[config.mk]
export PLATFORM = sky130hd
export DESIGN_NAME = sha256_byte_stream_hasher
export DESIGN_NICKNAME = d
export VERILOG_FILES = /design/src/sha256_pkg.sv /design/src/sha256_sched.sv /design/src/sha256_round.sv /design/src/sha256_byte_stream_hasher.sv
export SDC_FILE = /design/constraint.sdc
export NUM_CORES = 2
export LEC_CHECK = 0
export BUFFER_PORTS_ARGS = -buffer_cell sky130_fd_sc_hd__buf_4
export CORE_ASPECT_RATIO = 1.1
export CORE_UTILIZATION = 63
export CTS_BUF_LIST = sky130_fd_sc_hd__clkbuf_16
export DETAILED_ROUTE_END_ITERATION = 16
export PLACE_DENSITY = 0.81
export REMOVE_ABC_BUFFERS = 1
export SKIP_LAST_GASP = 1
export SYNTH_ARGS = -nofsm -noshare
export SYNTH_HDL_FRONTEND = slang
export SYNTH_SLANG_ARGS = --single-unit
[constraint.sdc]
create_clock -name clock -period 21.5 [get_ports clock]
set_clock_uncertainty 0.2 [all_clocks]
set_input_delay 3.225 -clock clock [delete_from_list [all_inputs] [get_ports clock]]
set_output_delay 3.225 -clock clock [all_outputs]
set_load 0.05 [all_outputs]
[src/sha256_pkg.sv]
// ----------------------------------------------------------------------------
// SHA-256 shared definitions
// Control bundle between the sequencer and the datapath, the initial hash
// values, the round constant table and the SHA-256 mixing functions.
// ----------------------------------------------------------------------------
package sha256_pkg;

   // Control bundle driven by the sequencer to the schedule and round units.
   typedef struct packed {
      logic       load;       // shift one byte into the block window
      logic [7:0] data_val;   // byte to shift in
      logic       start;      // copy the chaining words into the working words
      logic       round;      // perform one compression round
      logic [5:0] round_idx;  // index of that round
      logic       add;        // fold the working words into the chaining words
      logic       init;       // return the chaining words to the initial values
   } ctl_type;

   localparam logic [31:0] IV0 = 32'h6a09e667;
   localparam logic [31:0] IV1 = 32'hbb67ae85;
   localparam logic [31:0] IV2 = 32'h3c6ef372;
   localparam logic [31:0] IV3 = 32'ha54ff53a;
   localparam logic [31:0] IV4 = 32'h510e527f;
   localparam logic [31:0] IV5 = 32'h9b05688c;
   localparam logic [31:0] IV6 = 32'h1f83d9ab;
   localparam logic [31:0] IV7 = 32'h5be0cd19;

   // Right rotation of a 32-bit word by a constant amount.
   function automatic logic [31:0] rotr(input logic [31:0] x, input int unsigned n);
      return (x >> n) | (x << (32 - n));
   endfunction

   function automatic logic [31:0] ssig0(input logic [31:0] x);
      return rotr(x, 7) ^ rotr(x, 18) ^ (x >> 3);
   endfunction

   function automatic logic [31:0] ssig1(input logic [31:0] x);
      return rotr(x, 17) ^ rotr(x, 19) ^ (x >> 10);
   endfunction

   function automatic logic [31:0] bsig0(input logic [31:0] x);
      return rotr(x, 2) ^ rotr(x, 13) ^ rotr(x, 22);
   endfunction

   function automatic logic [31:0] bsig1(input logic [31:0] x);
      return rotr(x, 6) ^ rotr(x, 11) ^ rotr(x, 25);
   endfunction

   // Round constant table.
   function automatic logic [31:0] round_k(input logic [5:0] idx);
      logic [31:0] k;
      case (idx)
         6'd0:  k = 32'h428a2f98;  6'd1:  k = 32'h71374491;
         6'd2:  k = 32'hb5c0fbcf;  6'd3:  k = 32'he9b5dba5;
         6'd4:  k = 32'h3956c25b;  6'd5:  k = 32'h59f111f1;
         6'd6:  k = 32'h923f82a4;  6'd7:  k = 32'hab1c5ed5;
         6'd8:  k = 32'hd807aa98;  6'd9:  k = 32'h12835b01;
         6'd10: k = 32'h243185be;  6'd11: k = 32'h550c7dc3;
         6'd12: k = 32'h72be5d74;  6'd13: k = 32'h80deb1fe;
         6'd14: k = 32'h9bdc06a7;  6'd15: k = 32'hc19bf174;
         6'd16: k = 32'he49b69c1;  6'd17: k = 32'hefbe4786;
         6'd18: k = 32'h0fc19dc6;  6'd19: k = 32'h240ca1cc;
         6'd20: k = 32'h2de92c6f;  6'd21: k = 32'h4a7484aa;
         6'd22: k = 32'h5cb0a9dc;  6'd23: k = 32'h76f988da;
         6'd24: k = 32'h983e5152;  6'd25: k = 32'ha831c66d;
         6'd26: k = 32'hb00327c8;  6'd27: k = 32'hbf597fc7;
         6'd28: k = 32'hc6e00bf3;  6'd29: k = 32'hd5a79147;
         6'd30: k = 32'h06ca6351;  6'd31: k = 32'h14292967;
         6'd32: k = 32'h27b70a85;  6'd33: k = 32'h2e1b2138;
         6'd34: k = 32'h4d2c6dfc;  6'd35: k = 32'h53380d13;
         6'd36: k = 32'h650a7354;  6'd37: k = 32'h766a0abb;
         6'd38: k = 32'h81c2c92e;  6'd39: k = 32'h92722c85;
         6'd40: k = 32'ha2bfe8a1;  6'd41: k = 32'ha81a664b;
         6'd42: k = 32'hc24b8b70;  6'd43: k = 32'hc76c51a3;
         6'd44: k = 32'hd192e819;  6'd45: k = 32'hd6990624;
         6'd46: k = 32'hf40e3585;  6'd47: k = 32'h106aa070;
         6'd48: k = 32'h19a4c116;  6'd49: k = 32'h1e376c08;
         6'd50: k = 32'h2748774c;  6'd51: k = 32'h34b0bcb5;
         6'd52: k = 32'h391c0cb3;  6'd53: k = 32'h4ed8aa4a;
         6'd54: k = 32'h5b9cca4f;  6'd55: k = 32'h682e6ff3;
         6'd56: k = 32'h748f82ee;  6'd57: k = 32'h78a5636f;
         6'd58: k = 32'h84c87814;  6'd59: k = 32'h8cc70208;
         6'd60: k = 32'h90befffa;  6'd61: k = 32'ha4506ceb;
         6'd62: k = 32'hbef9a3f7;  6'd63: k = 32'hc67178f2;
         default: k = 32'h0;
      endcase
      return k;
   endfunction

endpackage

[src/sha256_sched.sv]
// ----------------------------------------------------------------------------
// SHA-256 block window and message schedule
// A 512-bit shift line that collects message bytes and, during compression,
// slides one schedule word per round while appending the next expanded word.
// ----------------------------------------------------------------------------
module sha256_sched
   import sha256_pkg::*;
(
   input  logic        clock,
   input  ctl_type     ctl,
   output logic [31:0] w_now
);

   logic [511:0] blk_ff;
   logic [511:0] blk_in;
   logic [31:0]  w_new;

   // The oldest word of the window is the schedule word of the current round.
   assign w_now = blk_ff[511:480];

   // Next schedule word from the taps t, t+1, t+9 and t+14 of the window.
   assign w_new = ssig1(blk_ff[63:32]) + blk_ff[223:192] + ssig0(blk_ff[479:448])
                + blk_ff[511:480];

   // Bytes enter at the low end; rounds drop the oldest word and append a new one.
   always_comb begin
      blk_in = blk_ff;
      if (ctl.load) begin
         blk_in = {blk_ff[503:0], ctl.data_val};
      end else if (ctl.round) begin
         blk_in = {blk_ff[479:0], w_new};
      end
   end

   always_ff @(posedge clock) begin
      blk_ff <= blk_in;
   end

endmodule

[src/sha256_round.sv]
// ----------------------------------------------------------------------------
// SHA-256 round unit
// Eight working words updated by one shared round per cycle, and the eight
// chaining words that collect the result of each block.
// ----------------------------------------------------------------------------
module sha256_round
   import sha256_pkg::*;
(
   input  logic         clock,
   input  logic         reset,
   input  ctl_type      ctl,
   input  logic [31:0]  w_now,
   output logic [255:0] digest   // H1, H0, H3, H2, H5, H4, H7, H6 from bit 0 up
);

   logic [31:0] v_ff [8];
   logic [31:0] v_in [8];
   logic [31:0] h_ff [8];
   logic [31:0] h_in [8];
   logic [31:0] t1;
   logic [31:0] t2;
   logic [31:0] ch;
   logic [31:0] maj;

   // Round function on the current working words.
   assign ch  = (v_ff[4] & v_ff[5]) ^ (~v_ff[4] & v_ff[6]);
   assign maj = (v_ff[0] & v_ff[1]) ^ (v_ff[0] & v_ff[2]) ^ (v_ff[1] & v_ff[2]);
   assign t1  = v_ff[7] + bsig1(v_ff[4]) + ch + round_k(ctl.round_idx) + w_now;
   assign t2  = bsig0(v_ff[0]) + maj;

   // Working words: loaded at block start, rotated once per round.
   always_comb begin
      v_in = v_ff;
      if (ctl.start) begin
         v_in = h_ff;
      end else if (ctl.round) begin
         v_in[7] = v_ff[6];
         v_in[6] = v_ff[5];
         v_in[5] = v_ff[4];
         v_in[4] = v_ff[3] + t1;
         v_in[3] = v_ff[2];
         v_in[2] = v_ff[1];
         v_in[1] = v_ff[0];
         v_in[0] = t1 + t2;
      end
   end

   // Chaining words: initial values on a new message, sum at the end of a block.
   always_comb begin
      h_in = h_ff;
      if (ctl.init) begin
         h_in[0] = IV0;
         h_in[1] = IV1;
         h_in[2] = IV2;
         h_in[3] = IV3;
         h_in[4] = IV4;
         h_in[5] = IV5;
         h_in[6] = IV6;
         h_in[7] = IV7;
      end else if (ctl.add) begin
         for (int i = 0; i < 8; i++) begin
            h_in[i] = h_ff[i] + v_ff[i];
         end
      end
   end

   always_ff @(posedge clock) begin
      v_ff <= v_in;
   end

   always_ff @(posedge clock) begin
      if (reset) begin
         h_ff[0] <= IV0;
         h_ff[1] <= IV1;
         h_ff[2] <= IV2;
         h_ff[3] <= IV3;
         h_ff[4] <= IV4;
         h_ff[5] <= IV5;
         h_ff[6] <= IV6;
         h_ff[7] <= IV7;
      end else begin
         h_ff <= h_in;
      end
   end

   // Digest words laid out so that the first digest word sits in the low bits.
   assign digest = {h_ff[6], h_ff[7], h_ff[4], h_ff[5], h_ff[2], h_ff[3], h_ff[0], h_ff[1]};

endmodule

[src/sha256_byte_stream_hasher.sv]
// ----------------------------------------------------------------------------
// SHA-256 byte stream hasher
// Hashes a message that arrives one byte per transaction and returns the
// 256-bit digest as one result transaction at the end of each message.
//
//  channel | dir | tdata                       | tuser      | tlast
//  req     | in  | [7:0] data_byte             | byte_valid | end_of_message
//  rsp     | out | [63:0] digest_word0 .. [255:192] digest_word3 | - | -
//
// The 64th byte of a block starts compression (64 rounds of the shared round unit
// and one chaining add) with req_tready low. End of message feeds the pad bytes
// one per cycle up to the block end (at most 72 over two blocks), with one or two
// compressions, then loads the result register. That last step waits while an
// earlier digest is still unaccepted on rsp.
// Reset is synchronous and restores the initial hash values and empty counts.
// ----------------------------------------------------------------------------
module sha256_byte_stream_hasher
   import sha256_pkg::*;
(
   input  logic         clock,
   input  logic         reset,
   input  logic         req_tvalid,
   output logic         req_tready,
   input  logic [7:0]   req_tdata,   // [7:0] data_byte
   input  logic         req_tuser,   // [0] byte_valid
   input  logic         req_tlast,   // end_of_message
   output logic         rsp_tvalid,
   input  logic         rsp_tready,
   output logic [255:0] rsp_tdata    // [63:0] digest_word0, [127:64] digest_word1,
                                     // [191:128] digest_word2, [255:192] digest_word3
);

   localparam logic [1:0] S_IDLE = 2'd0;
   localparam logic [1:0] S_PAD  = 2'd1;
   localparam logic [1:0] S_COMP = 2'd2;
   localparam logic [1:0] S_FIN  = 2'd3;

   localparam logic [7:0] PAD_MARK   = 8'h80;
   localparam logic [6:0] LAST_ROUND = 7'd63;
   localparam logic [5:0] LEN_START  = 6'd56;
   localparam logic [5:0] LAST_POS   = 6'd63;

   logic [1:0]   state_ff, state_in;
   logic [6:0]   rnd_ff, rnd_in;
   logic [5:0]   fill_ff, fill_in;
   logic [60:0]  cnt_ff, cnt_in;
   logic         pad_mode_ff, pad_mode_in;
   logic         pad_first_ff, pad_first_in;
   logic         pad_wrap_ff, pad_wrap_in;
   logic         final_blk_ff, final_blk_in;
   logic         rsp_valid_ff, rsp_valid_in;
   logic [255:0] rsp_data_ff;

   logic         accept;
   logic         load_out;
   logic [63:0]  len_bits;
   logic [63:0]  len_shift;
   logic [31:0]  w_now;
   logic [255:0] digest;
   ctl_type      ctl;

   assign req_tready = (state_ff == S_IDLE);
   assign accept     = req_tvalid & req_tready;
   assign rsp_tvalid = rsp_valid_ff;
   assign rsp_tdata  = rsp_data_ff;

   // Message length in bits, and the byte of it that belongs at the current place.
   assign len_bits  = {cnt_ff, 3'b000};
   assign len_shift = len_bits >> {~fill_ff[2:0], 3'b000};

   // Result register is free when empty or being emptied in this cycle.
   assign load_out = (state_ff == S_FIN) & (~rsp_valid_ff | rsp_tready);

   // Sequencer: byte intake, padding, round count and result hand-off.
   always_comb begin
      state_in     = state_ff;
      rnd_in       = rnd_ff;
      fill_in      = fill_ff;
      cnt_in       = cnt_ff;
      pad_mode_in  = pad_mode_ff;
      pad_first_in = pad_first_ff;
      pad_wrap_in  = pad_wrap_ff;
      final_blk_in = final_blk_ff;
      ctl          = '0;
      ctl.round_idx = rnd_ff[5:0];

      case (state_ff)
         S_IDLE: begin
            if (accept) begin
               if (req_tlast) begin
                  pad_mode_in  = 1'b1;
                  pad_first_in = 1'b1;
                  state_in     = S_PAD;
               end
               if (req_tuser) begin
                  ctl.load     = 1'b1;
                  ctl.data_val = req_tdata;
                  fill_in      = fill_ff + 6'd1;
                  cnt_in       = cnt_ff + 61'd1;
                  if (fill_ff == LAST_POS) begin
                     ctl.start = 1'b1;
                     rnd_in    = '0;
                     state_in  = S_COMP;
                  end
               end
            end
         end
         S_PAD: begin
            ctl.load = 1'b1;
            fill_in  = fill_ff + 6'd1;
            if (pad_first_ff) begin
               // The marker byte; landing in the length field it forces an extra block.
               ctl.data_val = PAD_MARK;
               pad_first_in = 1'b0;
               if (fill_ff >= LEN_START) begin
                  pad_wrap_in = 1'b1;
               end
            end else if ((fill_ff >= LEN_START) && !pad_wrap_ff) begin
               ctl.data_val = len_shift[7:0];
               if (fill_ff == LAST_POS) begin
                  final_blk_in = 1'b1;
               end
            end else begin
               ctl.data_val = '0;
            end
            if (fill_ff == LAST_POS) begin
               ctl.start   = 1'b1;
               pad_wrap_in = 1'b0;
               rnd_in      = '0;
               state_in    = S_COMP;
            end
         end
         S_COMP: begin
            rnd_in = rnd_ff + 7'd1;
            if (rnd_ff <= LAST_ROUND) begin
               ctl.round = 1'b1;
            end else begin
               ctl.add = 1'b1;
               rnd_in  = '0;
               if (final_blk_ff) begin
                  state_in = S_FIN;
               end else if (pad_mode_ff) begin
                  state_in = S_PAD;
               end else begin
                  state_in = S_IDLE;
               end
            end
         end
         S_FIN: begin
            if (load_out) begin
               ctl.init     = 1'b1;
               fill_in      = '0;
               cnt_in       = '0;
               pad_mode_in  = 1'b0;
               pad_first_in = 1'b0;
               pad_wrap_in  = 1'b0;
               final_blk_in = 1'b0;
               state_in     = S_IDLE;
            end
         end
         default: begin
            state_in = S_IDLE;
         end
      endcase
   end

   // Result valid: set on a new digest, cleared once the transaction completes.
   always_comb begin
      rsp_valid_in = rsp_valid_ff;
      if (load_out) begin
         rsp_valid_in = 1'b1;
      end else if (rsp_tready) begin
         rsp_valid_in = 1'b0;
      end
   end

   always_ff @(posedge clock) begin
      if (reset) begin
         state_ff     <= S_IDLE;
         rnd_ff       <= '0;
         fill_ff      <= '0;
         cnt_ff       <= '0;
         pad_mode_ff  <= 1'b0;
         pad_first_ff <= 1'b0;
         pad_wrap_ff  <= 1'b0;
         final_blk_ff <= 1'b0;
         rsp_valid_ff <= 1'b0;
      end else begin
         state_ff     <= state_in;
         rnd_ff       <= rnd_in;
         fill_ff      <= fill_in;
         cnt_ff       <= cnt_in;
         pad_mode_ff  <= pad_mode_in;
         pad_first_ff <= pad_first_in;
         pad_wrap_ff  <= pad_wrap_in;
         final_blk_ff <= final_blk_in;
         rsp_valid_ff <= rsp_valid_in;
      end
   end

   // Result payload register.
   always_ff @(posedge clock) begin
      if (load_out) begin
         rsp_data_ff <= digest;
      end
   end

   sha256_sched u_sched (
      .clock (clock),
      .ctl   (ctl),
      .w_now (w_now)
   );

   sha256_round u_round (
      .clock  (clock),
      .reset  (reset),
      .ctl    (ctl),
      .w_now  (w_now),
      .digest (digest)
   );

`ifndef SYNTH
   // The round counter only moves while a block is being compressed.
   assert property (@(posedge clock) disable iff (reset)
      (state_ff != S_COMP) |-> (rnd_ff == '0))
      else $error("round counter active outside compression");

   // Padding flags only exist while a message is being finished.
   assert property (@(posedge clock) disable iff (reset)
      (pad_wrap_ff || final_blk_ff || pad_first_ff) |-> pad_mode_ff)
      else $error("padding flag set without padding in progress");

   // A result only appears after the finishing step.
   assert property (@(posedge clock) disable iff (reset)
      $rose(rsp_valid_ff) |-> ($past(state_ff) == S_FIN))
      else $error("result raised outside the finishing step");

   // Handing off a digest leaves an empty message behind.
   assert property (@(posedge clock) disable iff (reset)
      load_out |=> ((cnt_ff == '0) && (fill_ff == '0) && (state_ff == S_IDLE)))
      else $error("message state not cleared after digest hand-off");
`endif

endmodule

==> results.py <==
metrics = {
    "global_routing": {
        "grt_max_degree": 267,
        "use_met2_pct": 59.3,
        "grt_util_met1_pct": 49.9,
        "antenna_found_initial": 4,
        "grt_pass1_vias": 62249,
        "grt.busiest_layer": "met2",
        "grt-ovfl-total": 0,
        "grt_pass1_wl_mm": 372,
        "grt_use_met3_pct": 6.21,
        "grt.total_usage_pct": 37.9,
    },
    "placed_design": {
        "dp_hpwl_mm": 177,
        "preCtsSetupSlack_ns": 12.86,
        "io_buffers": 271,
        "place.gp.congestion": 1.00,
    },
    "min_path": {
        "hp-class": "reg -> reg",
        "hold_path_depth": 0,
    },
    "setup_path": {
        "critPathKind": "reg -> reg",
        "cpMaxStageDelayCell": "o31ai_1",
        "r2r_slack_ns": 12.69,
        "startpoint_type": "flip-flop",
        "arrival_ns": 9.10,
        "cp.required_ns": 21.80,
        "r2r_cells": 29,
        "crit_path_end_kind": "flip-flop",
        "slowest_delay_ns": 0.81,
        "cp_max_fo": 6,
    },
    "synthesis": {
        "ys_async_sr_fraction_pct": 0,
        "ys.flop_type": "edfxtp_1",
        "seq_area_frac_synth_pct": 47.1,
        "yosys_warnings": 0,
        "synth_compound_area_share_pct": 12.9,
        "synth_xor_area_share_pct": 6.76,
        "synthAdderAreaFrac_pct": 11.2,
        "synthTopCellsByArea": "edfxtp_1 38%, nand2_1 12%, dfxtp_1 9.1%",
        "postSynthCellCount": 8592,
        "synth_area_um2": 81000,
        "synthMuxAreaShare_pct": 0.974,
        "synth_cell_types": 89,
        "synth-seq-cells": 1393,
        "synth_top_family_by_area": "simple AND/OR/NAND/NOR gates",
        "synthSimpleGateAreaFrac_pct": 17.2,
        "avgSynthCellArea_um2": 9.42,
        "synth_edf_count": 1024,
        "yosysTopAreaCellShare_pct": 38.0,
        "synth_top_area_cell": "edfxtp_1",
    },
    "sta": {
        "fmax_mhz": 114,
        "fin_tns_setup_ns": 0,
        "slew_violations": 1,
        "rsz0062_at_grt": "false",
        "worst_slack_ns": 12.69,
        "period_share_pct": 41.0,
        "relSlewSlack_pct": -0.803,
        "setup_viol": 0,
        "hold_violations": 0,
        "worstMarginPinSlew_ns": 1.50,
        "fin_crit_ns": 8.81,
    },
    "status": {
        "outcome": "complete, but fails checks",
        "violations": "capacitance limit, slew limit",
    },
    "die": {
        "die-area_um2": 130000,
        "rows": 137,
        "start_util_pct": 63.6,
        "fp.dieW_um": 344,
        "coreArea_um2": 127000,
        "io_pins": 272,
        "die_h_um": 378,
    },
    "cts": {
        "postCtsSetupBuffers": 0,
        "clkSinkCount": 1393,
        "clkTransAtPathRegs_ns": 0.06,
        "post_cts_resized": 0,
        "cts_root_buf": "clkbuf_16",
        "cts_tree": "built",
        "clkLatencyLatePin_ns": 0.81,
        "numCtsBuffers": 148,
        "hold_buffers": 0,
        "htree_levels": 4,
        "clockBufferDepth": 3,
    },
    "drt": {
        "antenna_left": 0,
        "drt_first_iter_violations": 7706,
        "drc": 0,
        "drt_pre_antenna_iters": 8,
        "avgRoutedWirePerCell_um": 23.9,
        "vias_per_cell": 6.23,
        "wl_mm": 248,
        "vias": 64802,
    },
    "pwr": {
        "leakage_nw": 36.9,
        "power_frac_seq_pct": 35.3,
        "p_int_mw": 6.13,
        "p_sw_mw": 3.48,
        "p_comb_share_pct": 37.7,
        "p_per_area_nw_per_um2": 108,
        "clock_power_share_pct": 27.0,
        "p_sw_share_pct": 36.2,
        "irDropWorstVdd_mv": 0.118,
        "power.total_mw": 9.61,
    },
    "layout": {
        "fin_nets": 9208,
        "syn_to_final_growth_pct": 9.69,
        "seq_area_um2": 38100,
        "drive_gt1_share_pct": 7.30,
        "multi_input_area_um2": 39700,
        "fillers": 9566,
    },
    "job": {
        "maxCapViolCount": 1,
    },
}
## power by group through the flow
stage	Combinational [mW]	Sequential, mW	Clock, mW
floorplan	2.62	3.43	0
global placement	3.46	3.44	0
CTS	3.56	3.39	2.62
global route	3.95	3.41	2.72
finish	3.62	3.39	2.60
detailed placement	3.52	3.44	0
## cell usage in the layout, fill, tap and decap left out, types with 28 or more instances in the layout
cell	instances
nand3_1	118
inv_1	400
nand2_1	2491
buf_4	321
fa_1	195
nor2b_1	59
a21o_1	192
clkbuf_16	153
o211ai_1	101
nand2b_1	48
a21oi_1	517
a31oi_1	42
a211oi_1	70
o31ai_1	30
o21bai_1	45
edfxtp_1	1024
mux2_2	28
dfxtp_1	369
or3_1	32
nand4_1	39
clkinv_1	33
nor3_1	84
and3_1	39
xor2_1	232
nor2_1	405
ha_1	393
o21a_1	50
xnor2_1	393
o21ai_0	375
## registers in the layout, summed over array words and instances (netlist names), 2 cells and up, named ones only
| signal | flops |
|---|---|
| fill_ff | 6 |
| u_sched.blk_ff | 512 |
| u_round.digest | 256 |
| u_round.v_ff | 256 |
| cnt_ff | 61 |
| rsp_tdata | 256 |
| rnd_ff | 7 |
| state_ff | 2 |
## logic make-up after synthesis
kind of cell	after synthesis
AOI/OAI and AO/OA	1657
xor gates and xnor gates	625
adders and majority gates	610
buffers and inverters	836
DFF	1393
muxes	59
and+or+nand+nor	3412
## path summary, 6_finish.rpt
check,to,start
max reg2reg,u_round.v_ff[253]$_DFFE_PP_,u_round.v_ff[106]$_DFFE_PP_
min,rsp_tdata[127]$_DFFE_PP_,u_round.digest[127]$_SDFFE_PP0P_
max,u_round.v_ff[253]$_DFFE_PP_,u_round.v_ff[106]$_DFFE_PP_
min reg2reg,rsp_tdata[127]$_DFFE_PP_,u_round.digest[127]$_SDFFE_PP0P_
## layer usage
metal  wire [um]  up-vias  part of all wire, %
met3       22700      715                  9.1
met2      113000     3418                   46
met4       16200        4                  6.5
li1            -    29536                    -
met5          43        -                0.017
met1       96000    31129                   39
## through the flow
step | util [%] | area [um^2] | hold slack [ns] | std cells
2_1_floorplan | - | 79200 | 0.239 | 8129
3_3_place_gp | 66.0 | 83900 | 0.256 | 10124
3_5_place_dp | 66.0 | 83900 | 0.260 | 10124
4_1_cts | 69.8 | 88800 | 0.274 | 10398
5_1_grt | 69.8 | 88800 | 0.294 | 10400
6_report | 69.8 | 88800 | 0.280 | 10401
## layout make-up
cell class,instances,share of cell area [%]
diodes,3,0.00845
multi-input cells,6363,44.8
clock inverters,121,1.19
inverters,373,1.59
repair buffers,327,2.85
clock buffers,153,4.31
well taps,1668,2.35
flip-flops and latches,1393,42.9
## worst max-delay path: cells and delay by family, from the launching register on
kind / cells / cell delay (ns)
buffers and inverters: 3 / 0.17
AND/OR/NAND/NOR: 3 / 0.65
XOR/XNOR: 4 / 0.93
adder cells (fa/ha/maj): 6 / 2.67
flip-flops: 1 / 0.58
AO/OA/AOI/OAI: 13 / 3.27
## synthesized netlist by cell type, types with 42 or more instances
library cell and number:
a211oi_1 70, a21o_1 192, a21oi_1 518, a31oi_1 42
clkbuf_1 406, dfxtp_1 369, edfxtp_1 1024, fa_1 195
ha_1 393, inv_1 371, nand2_1 2497, nand2b_1 48
nand3_1 118, nor2_1 409, nor2b_1 59, nor3_1 84
o211ai_1 101, o21a_1 50, o21ai_0 376, o21bai_1 45
xnor2_1 393, xor2_1 232
Power figures use the tool's default switching activity.
